File: config.mk
export PLATFORM = sky130hd
export DESIGN_NAME = power_stage_fault_monitor_top
export DESIGN_NICKNAME = d
export VERILOG_FILES = /design/src/design/psfm_pkg.sv /design/src/design/psfm_update.sv /design/src/design/power_stage_fault_monitor_top.sv
export SDC_FILE = /design/constraint.sdc
export NUM_CORES = 1
export LEC_CHECK = 0
export ABC_AREA = 1
export ABC_CLOCK_PERIOD_IN_PS = 17640
export BUFFER_PORTS_ARGS = -buffer_cell sky130_fd_sc_hd__clkbuf_2
export CORE_ASPECT_RATIO = 1.25
export CORE_MARGIN = 2
export CORE_UTILIZATION = 35
export CTS_CLUSTER_SIZE = 24
export DETAILED_ROUTE_END_ITERATION = 16
export GPL_ROUTABILITY_DRIVEN = 0
export PLACE_DENSITY_LB_ADDON = 0.1
export SLEW_MARGIN = 30
export SYNTH_ARGS = -nofsm -noshare
export SYNTH_HDL_FRONTEND = slang
export SYNTH_SLANG_ARGS = --single-unit
File: constraint.sdc
create_clock -name i_clk -period 17.64 [get_ports i_clk]
set_clock_uncertainty 0.2 [all_clocks]
set_input_delay 2.646 -clock i_clk [delete_from_list [all_inputs] [get_ports i_clk]]
set_output_delay 2.646 -clock i_clk [all_outputs]
set_load 0.01 [all_outputs]
File: src/design/psfm_pkg.sv
// psfm_pkg: shared types, codes and widths of the power stage fault monitor
// used by psfm_update and power_stage_fault_monitor_top; no dependencies
`timescale 1ns / 1ps

package psfm_pkg;

    localparam int AVG_W      = 15;
    localparam int SCALE_W    = 16;
    localparam int FLAG_W     = 6;
    localparam int VOLTS_W    = 16;
    localparam int CELS_W     = 8;
    localparam int OP_W       = 3;
    localparam int KIND_W     = 3;
    localparam int CFG_IDX_W  = 3;
    localparam int CFG_DATA_W = 16;
    localparam int FRAC_W     = 15;

    // averaging lengths are powers of two: 64 and 2048
    localparam int BUS_AVG_SHIFT  = 6;
    localparam int TEMP_AVG_SHIFT = 11;

    localparam logic [CELS_W-1:0] TEMP_GAIN   = 8'd195;
    localparam logic [CELS_W-1:0] TEMP_OFFSET = 8'd14;

    localparam logic [AVG_W-1:0]   RST_OV_LIMIT   = 15'd26000;
    localparam logic [AVG_W-1:0]   RST_UV_LIMIT   = 15'd10000;
    localparam logic [AVG_W-1:0]   RST_OH_LIMIT   = 15'd9410;
    localparam logic [AVG_W-1:0]   RST_OH_RELEASE = 15'd7730;
    localparam logic [SCALE_W-1:0] RST_VOLT_SCALE = 16'd518;
    localparam logic [AVG_W-1:0]   RST_BUS_AVG    = 15'd18000;

    localparam int FLAG_OVERCURRENT = 0;
    localparam int FLAG_OVERHEAT    = 1;
    localparam int FLAG_UNDERVOLT   = 2;
    localparam int FLAG_SPEEDFB     = 3;
    localparam int FLAG_STARTUP     = 4;
    localparam int FLAG_OVERVOLT    = 5;

    typedef enum logic [OP_W-1:0] {
        OP_INIT       = 3'd0,
        OP_BUS_SAMPLE = 3'd1,
        OP_CHECK      = 3'd2,
        OP_CLEAR      = 3'd3,
        OP_SET_FAULT  = 3'd4
    } t_op;

    typedef enum logic [CFG_IDX_W-1:0] {
        REG_OV_LIMIT   = 3'd0,
        REG_UV_LIMIT   = 3'd1,
        REG_OH_LIMIT   = 3'd2,
        REG_OH_RELEASE = 3'd3,
        REG_VOLT_SCALE = 3'd4
    } t_reg_idx;

    typedef enum logic [1:0] {
        BUS_OK    = 2'd0,
        BUS_OVER  = 2'd1,
        BUS_UNDER = 2'd2
    } t_bus_state;

    typedef struct packed {
        logic [AVG_W-1:0]   ov_limit;
        logic [AVG_W-1:0]   uv_limit;
        logic [AVG_W-1:0]   oh_limit;
        logic [AVG_W-1:0]   oh_release;
        logic [SCALE_W-1:0] volt_scale;
    } t_cfg;

    typedef struct packed {
        logic [AVG_W-1:0]  bus_avg;
        logic [AVG_W-1:0]  temp_avg;
        logic [FLAG_W-1:0] flags;
    } t_mon_state;

    typedef struct packed {
        t_op               op;
        logic [AVG_W-1:0]  bus_sample;
        logic [AVG_W-1:0]  temp_sample;
        logic              break_pin_high;
        logic [KIND_W-1:0] fault_kind;
    } t_item;

    // over voltage is tested first
    function automatic t_bus_state bus_class(input logic [AVG_W-1:0] avg,
                                             input logic [AVG_W-1:0] ov,
                                             input logic [AVG_W-1:0] uv);
        t_bus_state st;
        if (avg > ov) begin
            st = BUS_OVER;
        end else if (avg < uv) begin
            st = BUS_UNDER;
        end else begin
            st = BUS_OK;
        end
        return st;
    endfunction

endpackage

File: src/design/psfm_update.sv
// psfm_update: next monitor state (averages and fault latch) for one word
// depends on psfm_pkg
`timescale 1ns / 1ps

module psfm_update (
    input  psfm_pkg::t_item      i_item,
    input  psfm_pkg::t_cfg       i_cfg,
    input  psfm_pkg::t_mon_state i_state,
    output psfm_pkg::t_mon_state o_state
);
    import psfm_pkg::*;

    localparam int BUS_ACC_W  = AVG_W + BUS_AVG_SHIFT + 1;
    localparam int TEMP_ACC_W = AVG_W + TEMP_AVG_SHIFT + 1;

    logic [BUS_ACC_W-1:0]  bus_acc;
    logic [TEMP_ACC_W-1:0] temp_acc;
    logic [AVG_W-1:0]      bus_step;
    logic [AVG_W-1:0]      temp_step;
    logic [AVG_W:0]        limit_sum;
    logic                  hot;
    t_bus_state            cur_class;

    // avg * (len - 1) + sample, then divide by len
    assign bus_acc = (BUS_ACC_W'(i_state.bus_avg) << BUS_AVG_SHIFT)
                     - BUS_ACC_W'(i_state.bus_avg) + BUS_ACC_W'(i_item.bus_sample);
    assign temp_acc = (TEMP_ACC_W'(i_state.temp_avg) << TEMP_AVG_SHIFT)
                      - TEMP_ACC_W'(i_state.temp_avg) + TEMP_ACC_W'(i_item.temp_sample);
    assign bus_step  = bus_acc[BUS_AVG_SHIFT +: AVG_W];
    assign temp_step = temp_acc[TEMP_AVG_SHIFT +: AVG_W];

    assign limit_sum = {1'b0, i_cfg.ov_limit} + {1'b0, i_cfg.uv_limit};

    // overheat with hysteresis
    assign hot = (temp_step >= i_cfg.oh_limit)
                 || ((temp_step >= i_cfg.oh_release) && i_state.flags[FLAG_OVERHEAT]);

    assign cur_class = bus_class(i_state.bus_avg, i_cfg.ov_limit, i_cfg.uv_limit);

    always_comb begin
        o_state = i_state;
        case (i_item.op)
            OP_INIT: begin
                o_state.bus_avg  = limit_sum[AVG_W:1];
                o_state.temp_avg = '0;
            end
            OP_BUS_SAMPLE: begin
                o_state.bus_avg = bus_step;
            end
            OP_CHECK: begin
                o_state.temp_avg = temp_step;
                if (hot) begin
                    o_state.flags[FLAG_OVERHEAT] = 1'b1;
                end
                if (cur_class == BUS_UNDER) begin
                    o_state.flags[FLAG_UNDERVOLT] = 1'b1;
                end
            end
            OP_CLEAR: begin
                if (i_state.flags[FLAG_OVERHEAT]) begin
                    o_state.temp_avg = temp_step;
                    if (!hot) begin
                        o_state.flags[FLAG_OVERHEAT] = 1'b0;
                    end
                end
                if (cur_class == BUS_OK) begin
                    o_state.flags[FLAG_OVERVOLT]  = 1'b0;
                    o_state.flags[FLAG_UNDERVOLT] = 1'b0;
                end
                if (i_item.break_pin_high) begin
                    o_state.flags[FLAG_OVERCURRENT] = 1'b0;
                end
                o_state.flags[FLAG_SPEEDFB] = 1'b0;
                o_state.flags[FLAG_STARTUP] = 1'b0;
            end
            OP_SET_FAULT: begin
                if (i_item.fault_kind < KIND_W'(FLAG_W)) begin
                    o_state.flags[i_item.fault_kind] = 1'b1;
                end
            end
            default: begin
                o_state = i_state;
            end
        endcase
    end

endmodule

File: src/design/power_stage_fault_monitor_top.sv
// power_stage_fault_monitor_top: bus voltage and heatsink temperature fault monitor
// depends on psfm_pkg and psfm_update
//
//   channel  | ports                       | word
//   ---------+-----------------------------+-------------------------------------
//   input    | s_axis_tvalid/tready/tdata  | one operation with its samples
//            | s_axis_tuser                | and fault kind
//   result   | m_axis_tvalid/tready/tdata  | flags, all clear, bus state, volts,
//            |                             | celsius
//   config   | i_cfg_we/index/wdata        | one register write, no read-back
//
// three register stages: input word, monitor state update, scaling multiply
// one word per cycle sustained while the result channel is not stalled
// i_rst_n (synchronous, low) empties the pipe and loads register reset values
// a stalled result holds the stages behind it; s_axis_tready drops once all are full
`timescale 1ns / 1ps

module power_stage_fault_monitor_top (
    input  logic        i_clk,
    input  logic        i_rst_n,
    input  logic        s_axis_tvalid,
    output logic        s_axis_tready,
    // [14:0] bus_sample, [29:15] temp_sample, [30] break_pin_high, [33:31] fault_kind
    input  logic [39:0] s_axis_tdata,
    // [2:0] operation
    input  logic [psfm_pkg::OP_W-1:0] s_axis_tuser,
    output logic        m_axis_tvalid,
    input  logic        m_axis_tready,
    // [5:0] fault_flags, [6] all_clear, [8:7] bus_state, [24:9] bus_volts,
    // [32:25] temp_celsius
    output logic [39:0] m_axis_tdata,
    input  logic        i_cfg_we,
    input  logic [psfm_pkg::CFG_IDX_W-1:0]  i_cfg_index,
    input  logic [psfm_pkg::CFG_DATA_W-1:0] i_cfg_wdata
);
    import psfm_pkg::*;

    localparam int BUS_PROD_W  = AVG_W + SCALE_W;
    localparam int TEMP_PROD_W = AVG_W + CELS_W;

    t_cfg       r_cfg;
    t_mon_state r_state;
    t_mon_state n_state;

    logic  r_v1;
    t_item r_item;
    t_item n_item;

    logic             r_v2;
    logic [FLAG_W-1:0] r_s2_flags;
    logic [AVG_W-1:0] r_s2_bus;
    logic [AVG_W-1:0] r_s2_temp;

    logic               r_v3;
    logic [FLAG_W-1:0]  r_flags;
    logic               r_all_clear;
    t_bus_state         r_bus_state;
    logic [VOLTS_W-1:0] r_volts;
    logic [CELS_W-1:0]  r_celsius;

    logic w_ld3;
    logic w_ld2;
    logic w_acc;

    logic [BUS_PROD_W-1:0]  bus_prod;
    logic [TEMP_PROD_W-1:0] temp_prod;

    assign w_ld3 = !r_v3 || m_axis_tready;
    assign w_ld2 = !r_v2 || w_ld3;
    assign s_axis_tready = !r_v1 || w_ld2;
    assign w_acc = s_axis_tvalid && s_axis_tready;

    assign n_item.op             = t_op'(s_axis_tuser);
    assign n_item.bus_sample     = s_axis_tdata[14:0];
    assign n_item.temp_sample    = s_axis_tdata[29:15];
    assign n_item.break_pin_high = s_axis_tdata[30];
    assign n_item.fault_kind     = s_axis_tdata[33:31];

    psfm_update u_update (
        .i_item  (r_item),
        .i_cfg   (r_cfg),
        .i_state (r_state),
        .o_state (n_state)
    );

    // result scaling; products never exceed the field widths
    assign bus_prod  = BUS_PROD_W'(r_s2_bus) * BUS_PROD_W'(r_cfg.volt_scale);
    assign temp_prod = TEMP_PROD_W'(r_s2_temp) * TEMP_PROD_W'(TEMP_GAIN);

    always_ff @(posedge i_clk) begin
        if (!i_rst_n) begin
            r_cfg.ov_limit   <= RST_OV_LIMIT;
            r_cfg.uv_limit   <= RST_UV_LIMIT;
            r_cfg.oh_limit   <= RST_OH_LIMIT;
            r_cfg.oh_release <= RST_OH_RELEASE;
            r_cfg.volt_scale <= RST_VOLT_SCALE;
        end else if (i_cfg_we) begin
            case (i_cfg_index)
                REG_OV_LIMIT:   r_cfg.ov_limit   <= i_cfg_wdata[AVG_W-1:0];
                REG_UV_LIMIT:   r_cfg.uv_limit   <= i_cfg_wdata[AVG_W-1:0];
                REG_OH_LIMIT:   r_cfg.oh_limit   <= i_cfg_wdata[AVG_W-1:0];
                REG_OH_RELEASE: r_cfg.oh_release <= i_cfg_wdata[AVG_W-1:0];
                REG_VOLT_SCALE: r_cfg.volt_scale <= i_cfg_wdata[SCALE_W-1:0];
                default: begin
                end
            endcase
        end
    end

    always_ff @(posedge i_clk) begin
        if (!i_rst_n) begin
            r_v1 <= 1'b0;
            r_v2 <= 1'b0;
            r_v3 <= 1'b0;
            r_state.bus_avg  <= RST_BUS_AVG;
            r_state.temp_avg <= '0;
            r_state.flags    <= '0;
        end else begin
            if (s_axis_tready) begin
                r_v1 <= s_axis_tvalid;
            end
            if (w_ld2) begin
                r_v2 <= r_v1;
                if (r_v1) begin
                    r_state <= n_state;
                end
            end
            if (w_ld3) begin
                r_v3 <= r_v2;
            end
        end
    end

    always_ff @(posedge i_clk) begin
        if (w_acc) begin
            r_item <= n_item;
        end
        if (w_ld2 && r_v1) begin
            r_s2_flags <= n_state.flags;
            r_s2_bus   <= n_state.bus_avg;
            r_s2_temp  <= n_state.temp_avg;
        end
        if (w_ld3 && r_v2) begin
            r_flags     <= r_s2_flags;
            r_all_clear <= (r_s2_flags == '0);
            r_bus_state <= bus_class(r_s2_bus, r_cfg.ov_limit, r_cfg.uv_limit);
            r_volts     <= bus_prod[FRAC_W +: VOLTS_W];
            r_celsius   <= temp_prod[FRAC_W +: CELS_W] + TEMP_OFFSET;
        end
    end

    assign m_axis_tvalid = r_v3;
    assign m_axis_tdata  = {7'd0, r_celsius, r_volts, r_bus_state, r_all_clear, r_flags};

    // the fault latch moves only when a word enters the update stage
    a_flags_hold: assert property (@(posedge i_clk) disable iff (!i_rst_n)
        !(w_ld2 && r_v1) |=> $stable(r_state.flags))
        else $error("fault latch changed without a word");

    // a delivered result reports the latch left by the last word
    a_flags_match: assert property (@(posedge i_clk) disable iff (!i_rst_n)
        (r_v2 && w_ld3 && !(w_ld2 && r_v1)) |=> (r_flags == r_state.flags))
        else $error("reported flags differ from latch");

    // bus state never holds the unused code, and celsius includes its offset
    a_result_range: assert property (@(posedge i_clk) disable iff (!i_rst_n)
        m_axis_tvalid |-> (m_axis_tdata[8:7] != 2'd3) && (m_axis_tdata[32:25] >= TEMP_OFFSET))
        else $error("result field out of range");

endmodule

==> out/qor.csv <==
stage;metric;value;unit
status;status;finished clean;
floorplan;dieWidth;242;um
sta;rsz0062_at_grt;false;
critical_path;worst-path-buf-inv;3;
clock_tree;clock-sinks;221;
clock_tree;cts_root_buf;clkbuf_16;
floorplan;dieArea;72800;um^2
clock_tree;cts_buffers;28;
synth;synth_top_area_share;16.9;%
layout;num-fill-cells;7415;
global_route;antenna_found_initial;5;
clock_tree;cts_tree;built;
flow_run;drv_cap;0;
synth;synth_top_flop_cell;dfxtp_1;
critical_path;crit_top_cell;fa_1;
sta;max_freq;156;MHz
synth;syn_inst;3314;
worst_hold_path;hp-class;flip-flop to flip-flop;
clock_tree;cts_resized;0;
synth;yosysMostFrequentCell;nand2_1;
clock_tree;cts_buffer_depth;3;
critical_path;worstPathRequired;17.75;ns
sta;setup_viol;0;
critical_path;critical_path.max_fanout;18;
pwr;power_density;88.9;nW/um^2
routing;vias_per_cell;4.87;
routing;dr.pass1.iters;5;
routing;antenna_left;0;
synth;synth_top_area_cell;fa_1;
global_route;grt_util_all_layers;20.1;%
pwr;ir_worst_vdd;0.0789;mV
synth;avgSynthCellArea;7.46;um^2
sta;finalSetupTns;0;ns
synth;synth_edf_count;106;
routing;routed_wirelength;72600;um
synth;yosys_warnings;0;
synth;synth-seq-cells;221;
global_route;grt_max_degree;83;
floorplan;start_util;35.4;%
layout;final_util;38.7;%
critical_path;critPathTopFamily;adder cells;
routing;drc_errors;0;
sta;timing.final.crit_period;6.43;ns
floorplan;rows;108;
routing;avgRoutedWirePerCell;16.8;um
critical_path;crit_path_max_incr_delay;0.91;ns
clock_tree;cts_setup_buffers;0;
pwr;p_leak;14.6;nW
synth;synth_seq_area_share;22.2;%
critical_path;worstSetupPathType;flip-flop to flip-flop;
synth;async_flop_share;0;%
global_route;grt_pass1_wl;116000;um
place;dp_hpwl;59000;um
routing;vias;21000;
layout;synthToLayoutAreaGrowth;9.25;%
synth;synth_cell_type_count;49;
critical_path;cp-start-kind;flip-flop;
global_route;grt.overflow.total;0;
pwr;power.total;2.40;mW
synth;synthTopCellsByCount;nand2_1, inv_1, ha_1;
floorplan;die_y;301;um
sta;fin_crit_sh;36.4;%
sta;slew_violations;0;
clock_tree;insertion_delay;0.60;ns
place;placed_cell_area;26100;um^2
synth;yosys-top-cells-area;fa_1, ha_1, edfxtp_1;
sta;finalHoldViolations;0;
global_route;grt_pass1_vias;21800;
floorplan;io_pins;109;
sta;tightest_slew;0.962;ns
critical_path;slowest_stage;edfxtp_1;
critical_path;arrival;6.53;ns
layout;finalNetCount;3941;
critical_path;path_cells;nand2_1, fa_1, fa_1, fa_1, inv_1, fa_1, fa_1, inv_1, fa_1, inv_1, ha_1, a21oi_1, a21boi_0, o21ai_0, a21o_1, nand2_1, nand2_1, xor2_1;
routing;drt-initial-drc-count;1029;
clock_tree;path_clk_slew;0.06;ns
layout;drive_gt1_share;5.45;%
synth;syn_area;24700;um^2
layout;stdcell_area;27000;um^2
sta;whs;0.265;ns
place;port_buffers;95;
sta;max_slew_margin;35.9;%
clock_tree;hold_buffers;0;
clock_tree;ctsHtreeMaxLevel;1;
critical_path;endpoint_kind;flip-flop;
floorplan;core;69700;um^2
[kinds of logic (layout without fill, tap and decap cells)]
kind of cell,Yosys count,count (layout),synth area share [%]
xor gates and xnor gates,33,33,1.20
and+or+nand+nor,1226,1226,20.5
adders and majority gates,522,522,32.8
buffers and inverters,836,890,12.9
DFF,221,221,22.2
AOI/OAI and AO/OA,475,475,10.4
other,1,8,0.0152
[cells in the final DEF (no fill, tap or decap), drive strengths merged, types with 3 or more instances in the layout]
cell / count
clkinv: 11
nand3: 136
clkinvlp: 3
xnor2: 17
a22oi: 4
buf: 14
nor2: 182
fa: 209
a21oi: 236
o211ai: 19
clkbuf: 130
or2: 5
nor4: 7
conb: 7
nand2: 795
a31oi: 17
a21o: 7
ha: 313
inv: 730
nor3: 32
a211oi: 3
a21boi: 6
edfxtp: 106
o21ai: 161
nand4: 38
and2: 15
nand3b: 11
o31ai: 10
dfxtp: 115
xor2: 16
o21bai: 9
[worst reg2reg max path: stages (launching register included)]
cell and delay (ns):
edfxtp_1 0.91, nand2_1 0.19, fa_1 0.57, fa_1 0.44, fa_1 0.50, inv_1 0.06
fa_1 0.50, fa_1 0.55, inv_1 0.06, fa_1 0.53, inv_1 0.04, ha_1 0.33
a21oi_1 0.21, a21boi_0 0.39, o21ai_0 0.16, a21o_1 0.22, nand2_1 0.06, nand2_1 0.05
xor2_1 0.17
[state kept, by name, summed over array words and instances (netlist names)]
signal,count
r_state,36
r_s2_flags,6
r_flags,6
r_s2_temp,15
m_axis_tvalid,1
r_item,37
r_v1,1
r_volts,16
r_bus_state,2
r_all_clear,1
r_celsius,8
r_v2,1
r_cfg,76
r_s2_bus,15
[path summary, 6_finish.rpt]
path | from | end | slack, ns | cells past startpoint
max | r_s2_bus[7]$_DFFE_PP_ | r_volts[7]$_DFFE_PP_ | 11.21 | 18
min | r_cfg[42]$_SDFFE_PN0P_ | r_cfg[42]$_SDFFE_PN0P_ | 0.26 | 2
max reg2reg | r_s2_bus[7]$_DFFE_PP_ | r_volts[7]$_DFFE_PP_ | 11.21 | 18
min reg2reg | r_cfg[42]$_SDFFE_PN0P_ | r_cfg[42]$_SDFFE_PN0P_ | 0.26 | 2
[report_power, final]
group	total [mW]	switching, mW	leakage, nW	internal [mW]
Clock	0.590	0.256	0.441	0.333
Sequential	0.634	0.0417	1.95	0.593
Combinational	1.18	0.754	12.2	0.423
Total	2.40	1.05	14.6	1.35
[through the flow]
stage / std cells / setup slack [ns]
after floorplan: 3320 / 11.82
after global placement: 4254 / 11.13
after detailed placement: 4257 / 11.19
after CTS: 4309 / 11.15
after global routing: 4310 / 10.90
final: 4310 / 11.21
[per-layer routing]
metal	GRT usage, %	share of wire [%]	wire length [um]	vias to the layer above
met1	24.7	43	31400	9931
met3	2.56	4.2	3030	125
met5	0	0.072	52	-
li1	-	-	-	10500
met2	36.0	49	35400	421
met4	7.16	3.6	2650	8
[cell type report]
type                            count  area, um^2  share of cell area (%)
Timing Repair Buffer              109         603                    2.23
Multi-Input combinational cell   2263       16100                    59.6
Antenna cell                        1        2.50                 0.00927
Sequential cell                   221        5490                    20.3
Inverter                          729        2740                    10.1
Clock inverter                     17         171                   0.635
Tap cell                          935        1170                    4.33
Clock buffer                       35         748                    2.77
Power figures use the tool's default switching activity.
